**config.mk**
```make
export PLATFORM = sky130hd
export DESIGN_NAME = svs_cell
export DESIGN_NICKNAME = d
export VERILOG_FILES = /design/src/rtl/core/svs_pkg.sv /design/src/rtl/core/svs_cell.sv
export SDC_FILE = /design/constraint.sdc
export NUM_CORES = 1
export LEC_CHECK = 0
export ABC_AREA = 1
export BUFFER_PORTS_ARGS = -buffer_cell sky130_fd_sc_hd__clkbuf_2
export CAP_MARGIN = 20
export CORE_MARGIN = 2
export CORE_UTILIZATION = 42
export CTS_CLUSTER_DIAMETER = 100
export DETAILED_ROUTE_END_ITERATION = 7
export GPL_ROUTABILITY_DRIVEN = 0
export PLACE_DENSITY_LB_ADDON = 0.12
export SLEW_MARGIN = 20
export SYNTH_ARGS = -nofsm -noshare
export SYNTH_HDL_FRONTEND = slang
export SYNTH_SLANG_ARGS = --single-unit
export TNS_END_PERCENT = 100
```
**constraint.sdc**
```tcl
create_clock -name aclk -period 3.43 [get_ports aclk]
set_clock_uncertainty 0.1 [all_clocks]
set_input_delay 0.5145 -clock aclk [delete_from_list [all_inputs] [get_ports aclk]]
set_output_delay 0.5145 -clock aclk [all_outputs]
set_load 0.01 [all_outputs]
```
**src/rtl/core/svs_pkg.sv**
```systemverilog
`timescale 1ns / 1ps
// ----------------------------------------------------------------------------
// svs_pkg
// Shared types and constants for the sorted unique value set.
// ----------------------------------------------------------------------------
package svs_pkg;

    // Default store depth
    localparam int CAPACITY_DEF  = 64;

    // Field widths
    localparam int VALUE_W       = 32;
    localparam int INDEX_W       = 6;
    localparam int FUNC_W        = 3;
    localparam int STATUS_W      = 3;
    localparam int ENTRY_COUNT_W = 7;

    // Stream bus widths (tdata buses in whole bytes)
    localparam int S_TDATA_W     = 72;
    localparam int S_TUSER_W     = 3;
    localparam int M_TDATA_W     = 48;

    typedef logic signed [VALUE_W-1:0] value_t;

    // Operation codes carried in s_tuser
    typedef enum logic [FUNC_W-1:0] {
        FN_INSERT  = 3'd0,
        FN_DELETE  = 3'd1,
        FN_REPLACE = 3'd2,
        FN_READ    = 3'd3,
        FN_SET     = 3'd4
    } func_t;

    // Result status codes
    typedef enum logic [STATUS_W-1:0] {
        ST_OK       = 3'd0,
        ST_DUP      = 3'd1,
        ST_NOTFOUND = 3'd2,
        ST_FULL     = 3'd3,
        ST_RANGE    = 3'd4
    } status_t;

    // Controller states
    typedef enum logic [1:0] {
        S_IDLE,
        S_APPLY1,
        S_CMP2,
        S_APPLY2
    } state_t;

    // Per-cell update operation
    typedef enum logic [1:0] {
        COP_NOP,
        COP_INS,
        COP_DEL
    } cell_op_t;

    // Broadcast control from the controller to every cell
    typedef struct packed {
        logic     cmp_en;
        logic     idx_mode;
        cell_op_t op;
    } cell_ctl_t;

endpackage

```
**src/rtl/core/svs_cell.sv**
```systemverilog
`timescale 1ns / 1ps
// ----------------------------------------------------------------------------
// svs_cell
// One slot of the sorted row: holds an entry, compares it against the
// broadcast key or index, and shifts from a neighbor on insert or delete.
// ----------------------------------------------------------------------------
module svs_cell #(
    parameter int CAPACITY = svs_pkg::CAPACITY_DEF,
    parameter int INDEX    = 0
) (
    input  logic                                    aclk,
    input  svs_pkg::cell_ctl_t                      ctl,
    input  svs_pkg::value_t                         key,
    input  logic [((($clog2(CAPACITY+1)) > svs_pkg::INDEX_W) ?
                   ($clog2(CAPACITY+1)) : svs_pkg::INDEX_W)-1:0] bidx,
    input  logic [$clog2(CAPACITY+1)-1:0]           count,
    input  svs_pkg::value_t                         ins_value,
    input  svs_pkg::value_t                         left_value,
    input  logic                                    left_lt,
    input  svs_pkg::value_t                         right_value,
    output svs_pkg::value_t                         value,
    output logic                                    lt,
    output logic                                    eq,
    output svs_pkg::value_t                         rd_value
);
    import svs_pkg::*;

    localparam int CNT_W  = $clog2(CAPACITY + 1);
    localparam int BIDX_W = (CNT_W > INDEX_W) ? CNT_W : INDEX_W;
    localparam logic [BIDX_W-1:0] MY_POS = BIDX_W'(INDEX);

    value_t value_reg, value_next;
    logic   lt_reg, lt_next;
    logic   eq_reg, eq_next;
    logic   valid;

    // Compare against key (value mode) or against position (index mode)
    always_comb begin
        valid = MY_POS < BIDX_W'(count);
        if (ctl.idx_mode) begin
            lt_next = MY_POS < bidx;
            eq_next = MY_POS == bidx;
        end else begin
            lt_next = valid && (value_reg < key);
            eq_next = valid && (value_reg == key);
        end
    end

    // Entry update: cells at or past the slot shift right on insert, left on delete
    always_comb begin
        value_next = value_reg;
        unique case (ctl.op)
            COP_INS: begin
                if (!lt_reg) value_next = left_lt ? ins_value : left_value;
            end
            COP_DEL: begin
                if (!lt_reg) value_next = right_value;
            end
            default: value_next = value_reg;
        endcase
    end

    always_ff @(posedge aclk) begin
        value_reg <= value_next;
        if (ctl.cmp_en) begin
            lt_reg <= lt_next;
            eq_reg <= eq_next;
        end
    end

    assign value    = value_reg;
    assign lt       = lt_reg;
    assign eq       = eq_reg;
    assign rd_value = eq_reg ? value_reg : '0;

endmodule

```
==> flow_summary.ini <==
[route]
vias = 3355
wl_mm = 8.38
via_per_inst = 4.64
drt-initial-drc-count = 139
dr.pass1.iters = 4
ant_nets = 0
drc = 0
routedWlPerCell_um = 11.6

[global_route]
grt_overflow = 0
grt_pass1_vias = 2904
grt_pass1_wl_mm = 12.8
grt_usage = 0.213
antenna_found_initial = 0
grt_max_degree = 65

[layout]
fin_nets = 806
layout-drive-gt1-share = 0.380
n_antenna_cell = 0
largest_register_ffs = 32
syn2layout_area_growth_pct = 42.2

[flow_run]
maxCapViolations = 0

[power_and_ir_drop]
swShare = 0.308
p_int_uw = 790
vdd.ir_drop.worst_v = 0.000162
p_switching_uw = 351
p_comb_frac = 0.309
p_seq_frac = 0.451
power.density_nw_per_um2 = 273
p_clk_frac = 0.240
power.leakage_uw = 0.00259

[synthesis]
synth-seq-area-share = 0.348
synth_top_cell_by_area = edfxtp_1
synthesis.nets = 599
ys_seq_elements = 34
yosysWarningCount = 0
synth_edf_count = 34
syn_avg_cell_area_um2 = 7.00
synth_cell_types = 26
syn_inst = 419
synth_area_um2 = 2930
synthFlopType = edfxtp_1
synth_top_area_frac = 0.348
synth.area.top_cells = edfxtp_1 (35%), nand2_1 (18%), ha_1 (14%), inv_1 (10%), a31oi_1 (7.0%)
ys_async_sr_fraction = 0

[clocking]
cts_max_path_buffers = 2
cts_setup_buffers = 0
cts_root_buffer = clkbuf_8
cts_tree = done
cts_max_level = 2
clk_latency_ns = 0.28
cts.clk_slew.worst_paths_ns = 0.07
hold_buffers = 0
ctsResizeCount = 0
cts_sinks = 34
cts_buffers = 5

[floorplan]
core_um2 = 6790
initial_core_util = 0.432
io_pins = 214
die_area_um2 = 7670
die_h_um = 87.6
rows = 30
fp.dieW_um = 87.6

[timing]
worst_pin_slew_ns = 0.606
setup_viol = 0
finalHoldViolCount = 0
fin_crit_sh = 0.652
slew_viol_final = 0
slew_headroom = 0.596
setup_ws_ns = 1.19
setup_tns_ns = 0
max_freq_ghz = 0.447
rsz0062_at_grt = no
fin_crit_ns = 2.24

[run_status]
run_status = finished, final reports clean

[hold_path]
worstHoldPathType = in -> reg

[setup_path]
crit_path_max_fanout = 18
worstSetupPathType = reg -> out
crit_required_ns = 2.82
arrival_ns = 1.62
cp-start-kind = register
r2r_slack_ns = 1.45
cp-end-kind = output pin

[placement]
port_buffers = 213
place_ws_ns = 1.29
hpwl_mm = 6.99
## cell families after synthesis
| family | count (synthesis) | synth area share |
|---|---|---|
| DFF | 34 | 0.348 |
| AOI/OAI and AO/OA | 48 | 0.100 |
| adders and majority gates | 32 | 0.136 |
| buffers and inverters | 103 | 0.133 |
| and+or+nand+nor | 202 | 0.282 |
## final timing paths
check,from,to,cells after the start
max reg2reg,value[31],lt,11
min reg2reg,lt,value[7],1
min,ctl[3],lt,1
max,eq,rd_value[17],4
## power groups by stage
stage	logic [µW]	registers (µW)	clock network, µW
floorplan	183	526	0
finish	353	515	274
global placement	347	523	0
detailed placement	355	524	0
CTS	357	515	278
global route	403	517	298
## cells in the mapped netlist, types with 2 or more instances
cell,n
nand2_1,141
inv_1,80
nor2_1,43
edfxtp_1,34
a31oi_1,33
ha_1,32
a21oi_1,11
clkbuf_1,11
inv_2,5
buf_2,4
nand2_2,3
nand4_1,3
a21o_1,2
buf_1,2
nand3_1,2
nor2_2,2
nor3_1,2
## cells in the final DEF, fill, tap and decap left out, types with 2 or more instances in the layout
master	count
clkbuf_2	213
nand2_1	141
inv_1	80
nor2_1	43
edfxtp_1	34
a31oi_1	33
ha_1	32
a21oi_1	10
inv_2	5
clkbuf_8	5
clkinv_1	4
buf_4	4
nand2_2	3
nand4_1	3
nor2_2	2
nor3_1	2
nand3_1	2
a21o_1	2
## metal layers
metal,up-vias,routed length [µm],GRT usage
met4,0,155,0.0615
met3,13,573,0.0452
met1,1473,3580,0.262
li1,1735,-,-
met2,134,4080,0.374
met5,-,0,0
## final cells by class
cell class | instances | area [µm²]
flip-flops and latches | 34 | 1020
well taps | 96 | 120
repair buffers | 217 | 1100
fillers | 655 | 2620
clock buffers | 5 | 68.8
clock inverters | 3 | 11.3
inverters | 86 | 323
multi-input cells | 282 | 1530
## stage by stage
step                       util  cell area (µm²)  instances  total power (µW)  hold WS (ns)
after global routing      0.614             4170        723              1220         0.340
after CTS                 0.614             4170        723              1150         0.348
after detailed placement  0.602             4090        715               879         0.640
after global placement    0.602             4090        715               870         0.641
final                     0.614             4170        723              1140         0.356
after floorplan               -             2930        419               709         0.527
## worst max-delay path, cell delays in order (launching register included)
cell,delay [ns]
edfxtp_1,0.74
buf_4,0.34
nand2_1,0.08
inv_1,0.06
clkbuf_2,0.12
Note: power is estimated with default switching activity, not from simulation.
