File: config.mk
export PLATFORM = sky130hd
export DESIGN_NAME = svs_ctrl
export DESIGN_NICKNAME = d
export VERILOG_FILES = /design/src/rtl/core/svs_pkg.sv /design/src/rtl/core/svs_ctrl.sv
export SDC_FILE = /design/constraint.sdc
export NUM_CORES = 1
export LEC_CHECK = 0
export BUFFER_PORTS_ARGS = -buffer_cell sky130_fd_sc_hd__buf_4
export CAP_MARGIN = 20
export CORE_ASPECT_RATIO = 1.4
export CORE_MARGIN = 8
export CORE_UTILIZATION = 47
export CTS_CLUSTER_SIZE = 40
export DETAILED_ROUTE_END_ITERATION = 12
export HOLD_SLACK_MARGIN = 0.1
export PLACE_DENSITY = 0.89
export SYNTH_ARGS = -nofsm -noshare
export SYNTH_HDL_FRONTEND = slang
export SYNTH_SLANG_ARGS = --single-unit
File: constraint.sdc
create_clock -name aclk -period 5.1 [get_ports aclk]
set_clock_uncertainty 0.2 [all_clocks]
set_input_delay 1.02 -clock aclk [delete_from_list [all_inputs] [get_ports aclk]]
set_output_delay 1.02 -clock aclk [all_outputs]
set_load 0.02 [all_outputs]
File: src/rtl/core/svs_pkg.sv
`timescale 1ns / 1ps
// ----------------------------------------------------------------------------
// svs_pkg
// Shared types and constants for the sorted unique value set.
// ----------------------------------------------------------------------------
package svs_pkg;

    // Default store depth
    localparam int CAPACITY_DEF  = 64;

    // Field widths
    localparam int VALUE_W       = 32;
    localparam int INDEX_W       = 6;
    localparam int FUNC_W        = 3;
    localparam int STATUS_W      = 3;
    localparam int ENTRY_COUNT_W = 7;

    // Stream bus widths (tdata buses in whole bytes)
    localparam int S_TDATA_W     = 72;
    localparam int S_TUSER_W     = 3;
    localparam int M_TDATA_W     = 48;

    typedef logic signed [VALUE_W-1:0] value_t;

    // Operation codes carried in s_tuser
    typedef enum logic [FUNC_W-1:0] {
        FN_INSERT  = 3'd0,
        FN_DELETE  = 3'd1,
        FN_REPLACE = 3'd2,
        FN_READ    = 3'd3,
        FN_SET     = 3'd4
    } func_t;

    // Result status codes
    typedef enum logic [STATUS_W-1:0] {
        ST_OK       = 3'd0,
        ST_DUP      = 3'd1,
        ST_NOTFOUND = 3'd2,
        ST_FULL     = 3'd3,
        ST_RANGE    = 3'd4
    } status_t;

    // Controller states
    typedef enum logic [1:0] {
        S_IDLE,
        S_APPLY1,
        S_CMP2,
        S_APPLY2
    } state_t;

    // Per-cell update operation
    typedef enum logic [1:0] {
        COP_NOP,
        COP_INS,
        COP_DEL
    } cell_op_t;

    // Broadcast control from the controller to every cell
    typedef struct packed {
        logic     cmp_en;
        logic     idx_mode;
        cell_op_t op;
    } cell_ctl_t;

endpackage

File: src/rtl/core/svs_ctrl.sv
`timescale 1ns / 1ps
// ----------------------------------------------------------------------------
// svs_ctrl
// Operation sequencer: broadcasts compares to the cell row, decides the
// shift, keeps the entry count and drives the result register.
// ----------------------------------------------------------------------------
module svs_ctrl #(
    parameter int CAPACITY = svs_pkg::CAPACITY_DEF
) (
    input  logic                                    aclk,
    input  logic                                    aresetn,
    // input transaction
    input  logic                                    s_tvalid,
    output logic                                    s_tready,
    input  logic [svs_pkg::FUNC_W-1:0]              s_func,
    input  svs_pkg::value_t                         s_old_value,
    input  svs_pkg::value_t                         s_new_value,
    input  logic [svs_pkg::INDEX_W-1:0]             s_index,
    // cell row
    input  logic                                    hit,
    input  svs_pkg::value_t                         rd_value,
    output svs_pkg::cell_ctl_t                      ctl,
    output svs_pkg::value_t                         key,
    output logic [((($clog2(CAPACITY+1)) > svs_pkg::INDEX_W) ?
                   ($clog2(CAPACITY+1)) : svs_pkg::INDEX_W)-1:0] bidx,
    output logic [$clog2(CAPACITY+1)-1:0]           count,
    output svs_pkg::value_t                         ins_value,
    // result transaction
    output logic                                    m_tvalid,
    input  logic                                    m_tready,
    output svs_pkg::value_t                         m_read_value,
    output logic [svs_pkg::ENTRY_COUNT_W-1:0]       m_entry_count,
    output logic [svs_pkg::STATUS_W-1:0]            m_status
);
    import svs_pkg::*;

    localparam int CNT_W  = $clog2(CAPACITY + 1);
    localparam int BIDX_W = (CNT_W > INDEX_W) ? CNT_W : INDEX_W;
    localparam int EXT_W  = CNT_W + ENTRY_COUNT_W;

    state_t                   state_reg, state_next;
    logic [FUNC_W-1:0]        func_reg;
    value_t                   new_reg;
    logic [INDEX_W-1:0]       idx_reg;
    logic [CNT_W-1:0]         count_reg, count_next;
    logic                     m_tvalid_reg, m_tvalid_next;
    value_t                   rd_out_reg;
    logic [ENTRY_COUNT_W-1:0] cnt_out_reg;
    logic [STATUS_W-1:0]      st_out_reg;

    logic                     accept;
    logic                     out_free;
    logic                     in_range;
    logic                     full;
    logic                     need_second;
    logic                     out_load;
    status_t                  out_status;
    value_t                   out_rd;
    logic [EXT_W-1:0]         cnt_ext;

    // Shared decode; no input transaction is taken while in reset
    assign s_tready    = aresetn && (state_reg == S_IDLE);
    assign accept      = s_tvalid && s_tready;
    assign out_free    = !m_tvalid_reg || m_tready;
    assign in_range    = BIDX_W'(idx_reg) < BIDX_W'(count_reg);
    assign full        = count_reg == CNT_W'(CAPACITY);
    assign need_second = ((func_reg == FN_REPLACE) && hit) ||
                         ((func_reg == FN_SET) && in_range);

    // Next state
    always_comb begin
        state_next = state_reg;
        unique case (state_reg)
            S_IDLE:   if (accept) state_next = S_APPLY1;
            S_APPLY1: begin
                if (need_second)   state_next = S_CMP2;
                else if (out_free) state_next = S_IDLE;
            end
            S_CMP2:   state_next = S_APPLY2;
            S_APPLY2: if (out_free) state_next = S_IDLE;
            default:  state_next = S_IDLE;
        endcase
    end

    // State outputs: cell control, count update, result
    always_comb begin
        ctl.cmp_en   = 1'b0;
        ctl.idx_mode = 1'b0;
        ctl.op       = COP_NOP;
        key          = new_reg;
        bidx         = BIDX_W'(idx_reg);
        count_next   = count_reg;
        out_load     = 1'b0;
        out_status   = ST_OK;
        out_rd       = '0;
        unique case (state_reg)
            S_IDLE: begin
                // first compare goes out with the incoming transaction
                ctl.cmp_en   = accept;
                ctl.idx_mode = (s_func == FN_READ) || (s_func == FN_SET);
                key          = (s_func == FN_INSERT) ? s_new_value : s_old_value;
                bidx         = BIDX_W'(s_index);
            end
            S_APPLY1: begin
                unique case (func_reg)
                    FN_INSERT: begin
                        out_load = out_free;
                        if (hit) begin
                            out_status = ST_DUP;
                        end else if (full) begin
                            out_status = ST_FULL;
                        end else if (out_free) begin
                            ctl.op     = COP_INS;
                            count_next = count_reg + CNT_W'(1);
                        end
                    end
                    FN_DELETE: begin
                        out_load = out_free;
                        if (!hit) begin
                            out_status = ST_NOTFOUND;
                        end else if (out_free) begin
                            ctl.op     = COP_DEL;
                            count_next = count_reg - CNT_W'(1);
                        end
                    end
                    FN_REPLACE: begin
                        if (hit) begin
                            ctl.op     = COP_DEL;
                            count_next = count_reg - CNT_W'(1);
                        end else begin
                            out_load   = out_free;
                            out_status = ST_NOTFOUND;
                        end
                    end
                    FN_READ: begin
                        out_load = out_free;
                        if (in_range) out_rd = rd_value;
                        else          out_status = ST_RANGE;
                    end
                    FN_SET: begin
                        // delete at index, then insert the new value
                        if (in_range) begin
                            ctl.op     = COP_DEL;
                            count_next = count_reg - CNT_W'(1);
                        end else begin
                            out_load   = out_free;
                            out_status = ST_RANGE;
                        end
                    end
                    default: out_load = out_free;
                endcase
            end
            S_CMP2: begin
                ctl.cmp_en = 1'b1;
            end
            S_APPLY2: begin
                out_load = out_free;
                if (hit) begin
                    out_status = ST_DUP;
                end else if (full) begin
                    out_status = ST_FULL;
                end else if (out_free) begin
                    ctl.op     = COP_INS;
                    count_next = count_reg + CNT_W'(1);
                end
            end
            default: ;
        endcase
    end

    assign cnt_ext = EXT_W'(count_next);

    // Result valid: set on load, cleared when taken
    always_comb begin
        if (out_load)      m_tvalid_next = 1'b1;
        else if (m_tready) m_tvalid_next = 1'b0;
        else               m_tvalid_next = m_tvalid_reg;
    end

    // Control registers
    always_ff @(posedge aclk) begin
        if (!aresetn) begin
            state_reg    <= S_IDLE;
            count_reg    <= '0;
            m_tvalid_reg <= 1'b0;
        end else begin
            state_reg    <= state_next;
            count_reg    <= count_next;
            m_tvalid_reg <= m_tvalid_next;
        end
    end

    // Payload registers
    always_ff @(posedge aclk) begin
        if (accept) begin
            func_reg <= s_func;
            new_reg  <= s_new_value;
            idx_reg  <= s_index;
        end
        if (out_load) begin
            rd_out_reg  <= out_rd;
            cnt_out_reg <= cnt_ext[ENTRY_COUNT_W-1:0];
            st_out_reg  <= out_status;
        end
    end

    assign count         = count_reg;
    assign ins_value     = new_reg;
    assign m_tvalid      = m_tvalid_reg;
    assign m_read_value  = rd_out_reg;
    assign m_entry_count = cnt_out_reg;
    assign m_status      = st_out_reg;

endmodule

==> results of run 1 <==
cells by family after synthesis:
family / after synthesis / share of synthesized area [%]
compound gates: 98 / 13.2
xor+xnor: 3 / 0.539
fa+ha+maj: 8 / 2.05
buf+inv: 37 / 3.85
flops: 93 / 55.2
mux: 34 / 6.98
other cells: 1 / 0.0769
simple gates: 169 / 18.0
per-layer routing:
metal | vias up | wire, um | GRT usage, %
met3 | 27 | 2390 | 12.8
met5 | - | 23 | 0
li1 | 2063 | - | -
met4 | 4 | 357 | 7.86
met2 | 270 | 8130 | 39.7
met1 | 2069 | 5780 | 24.1
report_power, final:
group	total [W]	leakage [nW]	internal (W)	switching, W
clock	0.000691	0.150	0.000389	0.000302
combinational	0.000445	1.92	0.000194	0.000252
sequential	0.000897	0.882	0.000870	0.0000266
metrics by stage:
step / setup WS, ns / power (W) / utilization, %
detailed placement: 1.61 / 0.00135 / 65.5
CTS: 1.23 / 0.00204 / 68.5
floorplan: 1.02 / 0.00113 / -
global placement: 1.67 / 0.00134 / 65.5
finish: 1.35 / 0.00203 / 69.0
global route: 1.22 / 0.00211 / 69.0
area by class of cell:
| class | instances | area, um^2 |
|---|---|---|
| Fill cell | 766 | 3180 |
| Tap cell | 138 | 173 |
| Multi-Input combinational cell | 313 | 2010 |
| Clock buffer | 9 | 225 |
| Timing Repair Buffer | 241 | 1840 |
| Inverter | 11 | 41.3 |
| Sequential cell | 93 | 2690 |
| Clock inverter | 7 | 82.6 |
cells in the mapped netlist, types with 3 or more instances:
cell type and instances:
edfxtp_1 83, nand2_1 67, o21ai_0 42, and2_1 35, mux2i_1 34, nor2_1 24, a21oi_1 11, clkbuf_1 10
dfxtp_1 10, inv_1 10, buf_2 9, ha_1 8, nand3_1 8, nor3_1 7, nand2b_1 5, or3_1 5
a22oi_1 4, buf_4 4, o22ai_1 4, a211oi_1 3, a31oi_1 3, buf_6 3, o21ai_1 3, xnor2_1 3
worst max-delay path by stage:
| stage | from | to | slack [ns] |
|---|---|---|---|
| floorplan | count[4] | m_entry_count[0] | 1.02 |
| global placement | state_reg[0] | key[19] | 1.67 |
| detailed placement | s_func[1] | key[1] | 1.61 |
| CTS | state_reg[0] | key[27] | 1.23 |
| global route | count[3] | ctl[1] | 1.22 |
| finish | count[3] | ctl[1] | 1.35 |
worst max-delay path, stage by stage, from the launching register on:
cell	delay (ns)
dfxtp_1	0.58
inv_1	0.22
ha_1	0.26
a211oi_1	0.23
nor3_1	0.12
a211o_1	0.34
a21oi_4	0.26
buf_4	0.20
==> flow_summary.json, run 1 <==
{
  "status": "completed",
  "synth_area_um2": 4880,
  "grt_pass1_vias": 4604,
  "first_pass_iters": 5,
  "viasPerCell": 5.46,
  "synth_nets": 561,
  "r2r_slack_ns": 1.97,
  "clk_path_buf_depth": 2,
  "place_congestion": 0.941,
  "num_vias": 4433,
  "r2r-end": "m_entry_count[6]",
  "setup_viol_count_final": 0,
  "yosysTopAreaCell": "edfxtp_1",
  "cp_max_fo": 11,
  "maxCapViolations": 0,
  "drt-total-wl_um": 16700,
  "synth_area_per_cell_um2": 11.0,
  "fin_setup_tns_ns": 0,
  "ctsRootBufferMaster": "clkbuf_16",
  "final_antenna_net_count": 0,
  "layout.cells.most_common_list": "238 x buf_4, 83 x edfxtp_1, 67 x nand2_1, 42 x o21ai_0, 35 x and2_1",
  "synthDistinctLibCells": 63,
  "core_um2": 10200,
  "crit_path_end_kind": "primary output",
  "cts_inserted_buffers": 9,
  "drive_gt1_share_pct": 40.9,
  "yosysTopAreaCellShare_pct": 51.1,
  "initial_core_util_pct": 47.6,
  "wl_per_cell_um": 20.5,
  "place.detailed.hpwl_um": 13300,
  "htree_levels": 3,
  "hold_path.class": "flop to flop",
  "fin_nets": 787,
  "synthFlopType": "edfxtp_1",
  "finalMaxSlewViolations": 0,
  "grt_pass1_wl_um": 24900,
  "dp.cells": 793,
  "clk_pin_slew_ns": 0.07,
  "worstReg2RegStart": "count[3]",
  "areaGrowthSynthToFinish_pct": 44.8,
  "hp-start": "count[6]",
  "cts_tree": "built",
  "p_leak_nw": 2.95,
  "post_cts_buffers": 0,
  "io_buffers": 234,
  "cts_sinks": 93,
  "fin_area_um2": 7060,
  "dpl_cell_area_um2": 6700,
  "critPathRequiredTime_ns": 3.88,
  "synth-seq-cells": 93,
  "yosysWarnings": 0,
  "dieWidth_um": 102,
  "floorplan.die.height_um": 137,
  "overflow": 0,
  "track_usage_pct": 23.5,
  "hold_slack_ns": 0.404,
  "grt_max_degree": 74,
  "peakVddDrop_mv": 0.194,
  "drc": 0,
  "start_kind": "flop",
  "diodes": 0,
  "ctsHoldBuffers": 0,
  "async_reset_ff_share_pct": 0,
  "antenna_found_initial": 2,
  "hold_end": "count[6]",
  "hold_depth": 2,
  "drt-initial-drc-count": 226,
  "fin_crit_sh_pct": 73.6,
  "worst_pin_slew_ns": 0.642,
  "finalHoldViolations": 0,
  "relSlewSlack_pct": 56.8,
  "power_density_nw_per_um2": 288,
  "clock_latency_ns": 0.34,
  "synth_area_leaders": "edfxtp_1 51%, mux2i_1 7.0%, nand2_1 5.2%",
  "row_count": 44,
  "min_period_ns": 3.75,
  "timing_worst_setup_path_type": "flop to primary output",
  "synth.yosys.seq_area_share_pct": 55.2,
  "reg2reg_depth": 8,
  "fmax_mhz": 266,
  "rsz0062_at_grt": "no",
  "dieArea_um2": 13900,
  "cp_data_arrival_time_ns": 2.53,
  "final_cell_count_no_fill": 812,
  "synth_cells": 443,
  "cts_resized": 0,
  "ios": 236,
  "mostFrequentLayoutCell": "buf_4",
  "synth-edff-count": 83
}
No activity file was read; power rests on OpenSTA's default activity.
==> inputs of run 2 (changes only) <==
--- a/config.mk
+++ b/config.mk
@@ -5,6 +5,7 @@
 export SDC_FILE = /design/constraint.sdc
 export NUM_CORES = 1
 export LEC_CHECK = 0
+export ABC_AREA = 1
 export BUFFER_PORTS_ARGS = -buffer_cell sky130_fd_sc_hd__buf_4
 export CAP_MARGIN = 20
 export CORE_ASPECT_RATIO = 1.4
==> constraint.sdc (replaced) <==
create_clock -name aclk -period 3.7 [get_ports aclk]
set_clock_uncertainty 0.2 [all_clocks]
set_input_delay 0.74 -clock aclk [delete_from_list [all_inputs] [get_ports aclk]]
set_output_delay 0.74 -clock aclk [all_outputs]
set_load 0.02 [all_outputs]
==> flow_summary.json, run 2 <==
{
  "dp.cells": 942,
  "viasPerCell": 5.14,
  "fin_crit_sh_pct": 88.2,
  "synthMuxAreaShare_pct": 0,
  "initial_core_util_pct": 47.9,
  "relSlewSlack_pct": 54.6,
  "r2r_slack_ns": 0.76,
  "ctsHoldBuffers": 0,
  "synth.yosys.seq_area_share_pct": 54.3,
  "row_count": 44,
  "first_pass_iters": 5,
  "worstReg2RegStart": "count[4]",
  "final_antenna_net_count": 0,
  "hold_depth": 1,
  "cts_sinks": 93,
  "synth_commonest_cells": "130 x nand2_1, 89 x nor2_1, 83 x edfxtp_1",
  "p_leak_nw": 3.40,
  "cts_tree": "built",
  "wl_per_cell_um": 17.6,
  "synth_area_um2": 4950,
  "critPathRequiredTime_ns": 2.76,
  "yosysTopAreaCell": "edfxtp_1",
  "fmax_mhz": 306,
  "drt-total-wl_um": 16800,
  "clk_path_buf_depth": 2,
  "synth_area_leaders": "edfxtp_1 50%, nand2_1 9.8%, a21oi_1 7.9%",
  "post_cts_buffers": 0,
  "synth_area_per_cell_um2": 8.44,
  "htree_levels": 3,
  "synth-seq-cells": 93,
  "core_um2": 10300,
  "cts_resized": 0,
  "yosysMostFrequentCell": "nand2_1",
  "grt_pass1_vias": 4937,
  "yosysTopAreaCellShare_pct": 50.3,
  "peakVddDrop_mv": 0.275,
  "synth_xor_area_share_pct": 0.707,
  "synth_cells": 587,
  "dieArea_um2": 14100,
  "areaGrowthSynthToFinish_pct": 43.4,
  "synthDistinctLibCells": 31,
  "synth-edff-count": 83,
  "timing_worst_setup_path_type": "flop to primary output",
  "hp-start": "s_new_value[15]",
  "drt-initial-drc-count": 259,
  "total_power_w": 0.00294,
  "yosysWarnings": 0,
  "clock_latency_ns": 0.34,
  "track_usage_pct": 23.5,
  "finalMaxSlewViolations": 0,
  "reg2reg_depth": 11,
  "maxCapViolations": 0,
  "overflow": 0,
  "async_reset_ff_share_pct": 0,
  "place.detailed.hpwl_um": 13500,
  "layout.cells.most_common_list": "240 x buf_4, 130 x nand2_1, 88 x nor2_1, 83 x edfxtp_1, 78 x a21oi_1",
  "min_period_ns": 3.26,
  "start_kind": "flop",
  "place_congestion": 0.963,
  "synth_compound_area_share_pct": 10.1,
  "final_cell_count_no_fill": 958,
  "synth_top_family_by_area": "simple AND/OR/NAND/NOR gates",
  "r2r-end": "m_read_value[19]",
  "io_buffers": 234,
  "synthAdderAreaFrac_pct": 2.02,
  "power_density_nw_per_um2": 413,
  "rsz0062_at_grt": "no",
  "hold_path.class": "input port to flop",
  "drive_gt1_share_pct": 34.9,
  "setup_viol_count_final": 0,
  "worst_pin_slew_ns": 0.680,
  "diodes": 0,
  "ios": 236,
  "synth-simple-area-share_pct": 24.2,
  "floorplan.die.height_um": 137,
  "fin_setup_tns_ns": 0,
  "status": "completed",
  "dieWidth_um": 103,
  "grt_pass1_wl_um": 24900,
  "antenna_found_initial": 0,
  "num_vias": 4927,
  "synth_nets": 705,
  "cp_data_arrival_time_ns": 2.32,
  "cp_max_fo": 11,
  "hold_end": "ins_value[15]",
  "fin_nets": 933,
  "grt_max_degree": 43,
  "ctsRootBufferMaster": "clkbuf_16",
  "clk_pin_slew_ns": 0.07,
  "cts_inserted_buffers": 9,
  "synthFlopType": "edfxtp_1",
  "utilization_pct": 68.6,
  "crit_path_end_kind": "primary output",
  "drc": 0,
  "mostFrequentLayoutCell": "buf_4",
  "finalHoldViolations": 0
}
## run 2: cells by family after synthesis
logic type / after synthesis
AOI/OAI and AO/OA: 96
xor gates and xnor gates: 4
adders and majority gates: 8
buffers and inverters: 103
DFF: 93
other: 1
and+or+nand+nor: 282
## run 2: metal layers
metal  routed length (um)  GRT usage [%]
met3                 2010           9.10
met5                    0              0
met1                 6090           24.9
met2                 8010           39.5
met4                  725           12.3
## run 2: where the power goes
part	leakage (nW)	internal, W	switching (W)
clock	0.142	0.000524	0.000386
combinational	2.38	0.000303	0.000453
sequential	0.879	0.00123	0.0000360
total	3.40	0.00206	0.000875
## run 2: worst max-delay path: stages (launching register included)
cell,delay (ns)
dfxtp_1,0.55
inv_1,0.20
ha_1,0.35
nand2_1,0.06
nand2_1,0.06
a21boi_2,0.16
nand3_2,0.18
nand3_2,0.16
nand2_1,0.06
inv_1,0.07
buf_4,0.13
## run 2: final cells by class
cell class	instances	area (um^2)
clock inverter	6	65.1
tap	138	173
inverter	80	300
sequential	93	2690
multi-input combinational	391	1840
timing repair buffer	240	1800
clock buffer	10	229
fill	858	3250
## run 2: how the worst max path moves through the flow
| stage | cells past startpoint | endpoint | slack (ns) | from |
|---|---|---|---|---|
| finish | 10 | ctl[1] | 0.44 | count[4] |
| detailed placement | 8 | key[26] | 0.75 | s_func[1] |
| floorplan | 11 | m_entry_count[0] | 0.71 | count[4] |
| global placement | 11 | m_entry_count[6] | 0.80 | count[4] |
| CTS | 10 | ctl[1] | 0.45 | count[4] |
| global route | 10 | ctl[1] | 0.28 | count[4] |
## run 2: per-stage QoR
stage	setup slack [ns]	hold slack, ns	cell area (um^2)
2_1_floorplan	0.706	0.405	4950
3_5_place_dp	0.747	0.429	6810
3_3_place_gp	0.801	0.407	6810
4_1_cts	0.448	0.376	7100
5_1_grt	0.277	0.374	7100
6_report	0.436	0.385	7100
